[config.mk]
export PLATFORM = sky130hd
export DESIGN_NAME = swm_cell
export DESIGN_NICKNAME = d
export VERILOG_FILES = /design/src/hw/rtl/swm_pkg.sv /design/src/hw/rtl/swm_cell.sv
export SDC_FILE = /design/constraint.sdc
export NUM_CORES = 1
export LEC_CHECK = 0
export BUFFER_PORTS_ARGS = -buffer_cell sky130_fd_sc_hd__clkbuf_2
export CAP_MARGIN = 10
export CORE_UTILIZATION = 46
export CTS_BUF_LIST = sky130_fd_sc_hd__clkbuf_4 sky130_fd_sc_hd__clkbuf_8 sky130_fd_sc_hd__clkbuf_16
export CTS_CLUSTER_DIAMETER = 100
export DETAILED_ROUTE_END_ITERATION = 10
export MAX_ROUTING_LAYER = met4
export PLACE_DENSITY = 0.83
export SLEW_MARGIN = 20
export SYNTH_ARGS = -nofsm -noshare
export SYNTH_HDL_FRONTEND = slang
export SYNTH_SLANG_ARGS = --single-unit
[constraint.sdc]
create_clock -name clk -period 5 [get_ports clk]
set_input_delay 0.25 -clock clk [delete_from_list [all_inputs] [get_ports clk]]
set_output_delay 0.25 -clock clk [all_outputs]
set_load 0.1 [all_outputs]
[src/hw/rtl/swm_pkg.sv]
package swm_pkg;

	localparam int SAMPLE_W       = 32;
	localparam int WIN_CFG_W      = 7;
	localparam int MAX_WINDOW_DEF = 64;
	localparam int SEL_GROUP_DEF  = 8;

	localparam logic [WIN_CFG_W-1:0] WIN_RESET = WIN_CFG_W'(3);

	typedef logic signed [SAMPLE_W-1:0] sample_t;
	typedef logic [WIN_CFG_W-1:0] win_cfg_t;

	// flags a cell shows to its neighbors
	typedef struct packed {
		logic valid;
		logic g;       // holds a value greater than the incoming sample
		logic rm;      // this cell leaves the window on this step
		logic rm_upto; // removal at this cell or at one closer to the head
	} cell_flags_t;

	// broadcast to every cell
	typedef struct packed {
		logic    step;
		logic    clear;
		logic    del;
		sample_t sample;
	} cell_ctl_t;

endpackage

[src/hw/rtl/swm_cell.sv]
module swm_cell #(
	parameter int AW = 6
) (
	input  logic                 clk,
	input  logic                 arst_n,
	input  swm_pkg::cell_ctl_t   ctl,
	input  logic [AW-1:0]        wm1,
	input  swm_pkg::cell_flags_t prev_f,
	input  swm_pkg::sample_t     prev_val,
	input  logic [AW-1:0]        prev_age,
	input  swm_pkg::cell_flags_t next_f,
	input  swm_pkg::sample_t     next_val,
	input  logic [AW-1:0]        next_age,
	output swm_pkg::cell_flags_t own_f,
	output swm_pkg::sample_t     val,
	output logic [AW-1:0]        age
);
	import swm_pkg::*;

	logic          valid_q;
	sample_t       val_q;
	logic [AW-1:0] age_q;
	logic          take_own;
	logic          take_next;
	logic          take_prev;
	logic          valid_nx;

	always_comb begin
		own_f.valid   = valid_q;
		own_f.g       = valid_q && (val_q > ctl.sample);
		own_f.rm      = ctl.del && valid_q && (age_q == wm1);
		own_f.rm_upto = prev_f.rm_upto | own_f.rm;
	end

	// where this slot's next content comes from
	assign take_own  = valid_q && !own_f.rm && (prev_f.rm_upto == own_f.g);
	assign take_next = next_f.valid && !next_f.rm && own_f.rm_upto && !next_f.g;
	assign take_prev = prev_f.valid && !prev_f.rm_upto && prev_f.g;
	assign valid_nx  = ctl.del ? valid_q : (valid_q | prev_f.valid);

	always_ff @(posedge clk or negedge arst_n) begin
		if (!arst_n) begin
			valid_q <= 1'b0;
		end else if (ctl.clear) begin
			valid_q <= 1'b0;
		end else if (ctl.step) begin
			valid_q <= valid_nx;
		end
	end

	always_ff @(posedge clk) begin
		if (ctl.step) begin
			if (take_own) begin
				val_q <= val_q;
				age_q <= age_q + AW'(1);
			end else if (take_next) begin
				val_q <= next_val;
				age_q <= next_age + AW'(1);
			end else if (take_prev) begin
				val_q <= prev_val;
				age_q <= prev_age + AW'(1);
			end else begin
				val_q <= ctl.sample;
				age_q <= '0;
			end
		end
	end

	assign val = val_q;
	assign age = age_q;

endmodule

==> impl_metrics.prom <==
# TYPE chip_impl_metric gauge
chip_impl_metric{name="syn-instance-count",unit=""} 338
chip_impl_metric{name="reg2reg_slack",unit="ps"} 1540
chip_impl_info{name="destination_of_the_worst_hold_path",value="valid_q"} 1
chip_impl_metric{name="post-place-cells",unit=""} 568
chip_impl_metric{name="rows",unit=""} 29
chip_impl_info{name="crit_chain",value="ha_1, nor2b_4, o211ai_2, a21oi_1, o41a_1, or3b_4, a31oi_4, nor3b_2, nor2b_4"} 1
chip_impl_info{name="worst_setup_path_startpoint",value="val[1]"} 1
chip_impl_metric{name="track_usage",unit=""} 0.230
chip_impl_metric{name="die_area",unit="µm²"} 7210
chip_impl_metric{name="ys_async_sr_fraction",unit=""} 0.0256
chip_impl_metric{name="avgViaCountPerCell",unit=""} 5.18
chip_impl_metric{name="hold_depth",unit=""} 2
chip_impl_metric{name="fin_area",unit="µm²"} 4170
chip_impl_metric{name="worst_ep_required_time",unit="ps"} 4910
chip_impl_metric{name="die_w",unit="µm"} 84.9
chip_impl_info{name="cts_tree",value="built"} 1
chip_impl_info{name="worst_path_dominant_cell_family",value="simple AND/OR/NAND/NOR gates"} 1
chip_impl_metric{name="h-tree-depth",unit=""} 2
chip_impl_metric{name="finalSetupViolCount",unit=""} 0
chip_impl_metric{name="final_clock_skew",unit="ps"} 5.92
chip_impl_metric{name="die_height",unit="µm"} 84.9
chip_impl_metric{name="cts_buffers",unit=""} 5
chip_impl_info{name="postSynth.topFlopCell",value="sky130_fd_sc_hd__edfxtp_1"} 1
chip_impl_metric{name="final_cells",unit=""} 577
chip_impl_metric{name="layout-drive-gt1-share",unit=""} 0.364
chip_impl_metric{name="worst_skew_pair.late_latency",unit="ps"} 290
chip_impl_metric{name="critPathMaxStageDelay",unit="ps"} 770
chip_impl_metric{name="area_delta_synth_final",unit="%"} 31.8
chip_impl_metric{name="drt.antenna.violating_nets",unit=""} 0
chip_impl_metric{name="fmax",unit="MHz"} 289
chip_impl_metric{name="clock_path_buffers",unit=""} 2
chip_impl_metric{name="cts.sink_count",unit=""} 39
chip_impl_metric{name="power.share.clock",unit=""} 0.244
chip_impl_metric{name="synthDominantCellAreaShare",unit=""} 0.361
chip_impl_metric{name="final.min_clock_period",unit="ps"} 3460
chip_impl_metric{name="io_buffer_count",unit=""} 166
chip_impl_metric{name="yosysSeqAreaShare",unit=""} 0.369
chip_impl_metric{name="mean_post_synth_cell_area",unit="µm²"} 9.36
chip_impl_metric{name="synth.lib_cells_used.distinct",unit=""} 38
chip_impl_metric{name="detail_route.wl_per_cell",unit="µm"} 13.5
chip_impl_metric{name="vias_after_detailed_routing",unit=""} 2986
chip_impl_metric{name="finalHoldViolCount",unit=""} 0
chip_impl_metric{name="rr_worst_depth",unit=""} 9
chip_impl_metric{name="core_region_area",unit="µm²"} 6490
chip_impl_metric{name="final_util",unit=""} 0.642
chip_impl_metric{name="first_pass_iters",unit=""} 9
chip_impl_metric{name="cts-hold-fix-buffers",unit=""} 1
chip_impl_info{name="run_status",value="finished with violations"} 1
chip_impl_metric{name="arrival",unit="ps"} 3370
chip_impl_metric{name="grt_first_pass_wirelength",unit="mm"} 12.9
chip_impl_metric{name="cts.clk_slew.worst_paths",unit="ps"} 80
chip_impl_info{name="worstSetupPathType",value="reg2reg"} 1
chip_impl_info{name="holdCritStartpoint",value="ctl[33]"} 1
chip_impl_metric{name="postSynthNetCount",unit=""} 500
chip_impl_metric{name="max-slew-margin-rel",unit=""} 0.357
chip_impl_metric{name="comb_power_share",unit=""} 0.375
chip_impl_info{name="hold_path.class",value="in2reg"} 1
chip_impl_info{name="cts-root-buf",value="sky130_fd_sc_hd__clkbuf_8"} 1
chip_impl_metric{name="totalNegativeSetupSlack",unit="ps"} 0
chip_impl_metric{name="maxCapViolations",unit=""} 0
chip_impl_metric{name="seqPwrFrac",unit=""} 0.381
chip_impl_info{name="cp-end-kind",value="flop"} 1
chip_impl_metric{name="ys_warns",unit=""} 0
chip_impl_metric{name="final.fill_count",unit=""} 548
chip_impl_info{name="failed_checks",value="DRC"} 1
chip_impl_metric{name="netSwitchingPower",unit="W"} 0.000418
chip_impl_metric{name="postCtsSetupRepairBufs",unit=""} 0
chip_impl_metric{name="routed_wl",unit="mm"} 7.79
chip_impl_metric{name="number_of_design_rule_violations_left_by_the_first_detailed_router_iteration",unit=""} 108
chip_impl_metric{name="number_of_gates_resized_after_cts",unit=""} 0
chip_impl_info{name="library_cell_with_the_largest_summed_area_after_synthesis",value="sky130_fd_sc_hd__edfxtp_1"} 1
chip_impl_metric{name="max-vdd-ir-drop",unit="mV"} 0.138
chip_impl_info{name="most-common-layout-cells",value="166 x sky130_fd_sc_hd__clkbuf_2, 44 x sky130_fd_sc_hd__nand2_1, 38 x sky130_fd_sc_hd__mux2i_1, 38 x sky130_fd_sc_hd__edfxtp_1, 37 x sky130_fd_sc_hd__inv_1"} 1
chip_impl_metric{name="timing_max_transition_violations_final",unit=""} 0
chip_impl_metric{name="drc",unit=""} 12
chip_impl_metric{name="internal-power",unit="W"} 0.000651
chip_impl_info{name="layout_commonest_cell",value="sky130_fd_sc_hd__clkbuf_2"} 1
chip_impl_metric{name="dp_hpwl",unit="mm"} 6.30
chip_impl_metric{name="starting_density_of_the_core",unit=""} 0.487
chip_impl_metric{name="share_of_the_clock_period_used_by_the_worst_path",unit=""} 0.691
chip_impl_info{name="worstReg2RegEnd",value="val[13]"} 1
chip_impl_metric{name="via_count_of_the_first_global_routing_pass",unit=""} 3059
chip_impl_info{name="synth_top_cells_by_area",value="sky130_fd_sc_hd__edfxtp_1 36%, sky130_fd_sc_hd__ha_1 14%, sky130_fd_sc_hd__mux2i_1 12%, sky130_fd_sc_hd__o21ai_0 5.7%, sky130_fd_sc_hd__nand2_1 5.2%"} 1
chip_impl_metric{name="grt_start_max_net_pins",unit=""} 77
chip_impl_metric{name="antenna_cells",unit=""} 0
chip_impl_metric{name="crit_fanout",unit=""} 32
chip_impl_info{name="startpoint_type_of_the_worst_setup_path",value="flop"} 1
chip_impl_metric{name="swShare",unit=""} 0.391
chip_impl_metric{name="grt_remaining_overflow",unit=""} 0
chip_impl_metric{name="crit_buf_inv",unit=""} 0
chip_impl_metric{name="place_area",unit="µm²"} 4050
chip_impl_metric{name="ys_seq_elements",unit=""} 39
chip_impl_metric{name="design.final.nets",unit=""} 661
chip_impl_metric{name="power.leakage",unit="nW"} 2.20
chip_impl_info{name="grt_setup_unrepaired",value="no"} 1
chip_impl_metric{name="antenna_found_initial",unit=""} 0
chip_impl_metric{name="syn-cell-area",unit="µm²"} 3160
chip_impl_info{name="cpMostUsedCell",value="sky130_fd_sc_hd__nor2b_4"} 1
chip_impl_info{name="critical_path.slowest_cell",value="sky130_fd_sc_hd__nor2b_4"} 1
chip_impl_metric{name="synth_edf_count",unit=""} 38
chip_impl_metric{name="power_density",unit="nW/µm²"} 256
chip_impl_metric{name="ioPinCount",unit=""} 169
chip_impl_metric{name="worstMarginPinSlew",unit="ps"} 963
chip_impl_info{name="reg2reg_from",value="val[1]"} 1
chip_impl_metric{name="gpl.final_weighted_congestion",unit=""} 0.790
[metal layers]
metal  wire length, µm  GRT usage  up-vias
li1                  -          -     1535
met1              3220      0.250     1324
met2              3950      0.415      111
met3               478     0.0477       16
met4               154     0.0770        0
met5                 0          -        -
[registers in the layout, summed over array words and instances (netlist names)]
| name | cells |
|---|---|
| valid_q | 1 |
| age | 6 |
| val | 32 |
[metrics by stage]
step                hold WS [ps]  power (W)  worst slack (ps)
finish                       102    0.00107              1540
global route                 105    0.00112              1340
CTS                         95.3    0.00108              1520
detailed placement          25.9   0.000815              1520
global placement            24.7   0.000804              1600
floorplan                  -45.6   0.000707               288
[area by class of cell]
type,instances,area (µm²),share of cell area
timing repair buffer,168,848,0.203
sequential,39,1170,0.280
multi-input combinational,248,1810,0.435
tap,77,96.3,0.0231
clock inverter,3,38.8,0.00930
clock buffer,5,68.8,0.0165
inverter,37,139,0.0333
[power by group through the flow]
stage,sequential [W],clock (W),combinational (W)
after floorplan,0.000579,0,0.000128
after global placement,0.000413,0,0.000390
after detailed placement,0.000415,0,0.000400
after CTS,0.000407,0.000267,0.000402
after global routing,0.000411,0.000277,0.000431
final,0.000407,0.000261,0.000400
[synthesized netlist by cell type, types with 2 or more instances]
master	instances
sky130_fd_sc_hd__nand2_1	44
sky130_fd_sc_hd__edfxtp_1	38
sky130_fd_sc_hd__mux2i_1	38
sky130_fd_sc_hd__inv_1	37
sky130_fd_sc_hd__o21ai_0	36
sky130_fd_sc_hd__ha_1	35
sky130_fd_sc_hd__a21oi_1	19
sky130_fd_sc_hd__nand3_1	12
sky130_fd_sc_hd__xor2_1	11
sky130_fd_sc_hd__nand4_1	10
sky130_fd_sc_hd__clkbuf_1	8
sky130_fd_sc_hd__nor2_1	8
sky130_fd_sc_hd__xnor2_1	7
sky130_fd_sc_hd__nor3_1	5
sky130_fd_sc_hd__and3_1	4
sky130_fd_sc_hd__buf_1	3
sky130_fd_sc_hd__nor4_1	2
[logic make-up after synthesis]
kind of cell    synth area share
simple gates               0.138
compound gates             0.120
buf+inv                   0.0645
flops                      0.369
mux                        0.120
fa+ha+maj                  0.138
xor+xnor                  0.0498
[worst max-delay path by stage]
stage,endpoint,slack [ps],depth (start not counted)
2_1_floorplan,val[0],290,10
3_3_place_gp,val[19],1600,11
3_5_place_dp,val[18],1520,11
4_1_cts,val[18],1520,9
5_1_grt,val[14],1340,9
6_report,val[13],1540,9
Note: power is estimated with default switching activity, not from simulation.
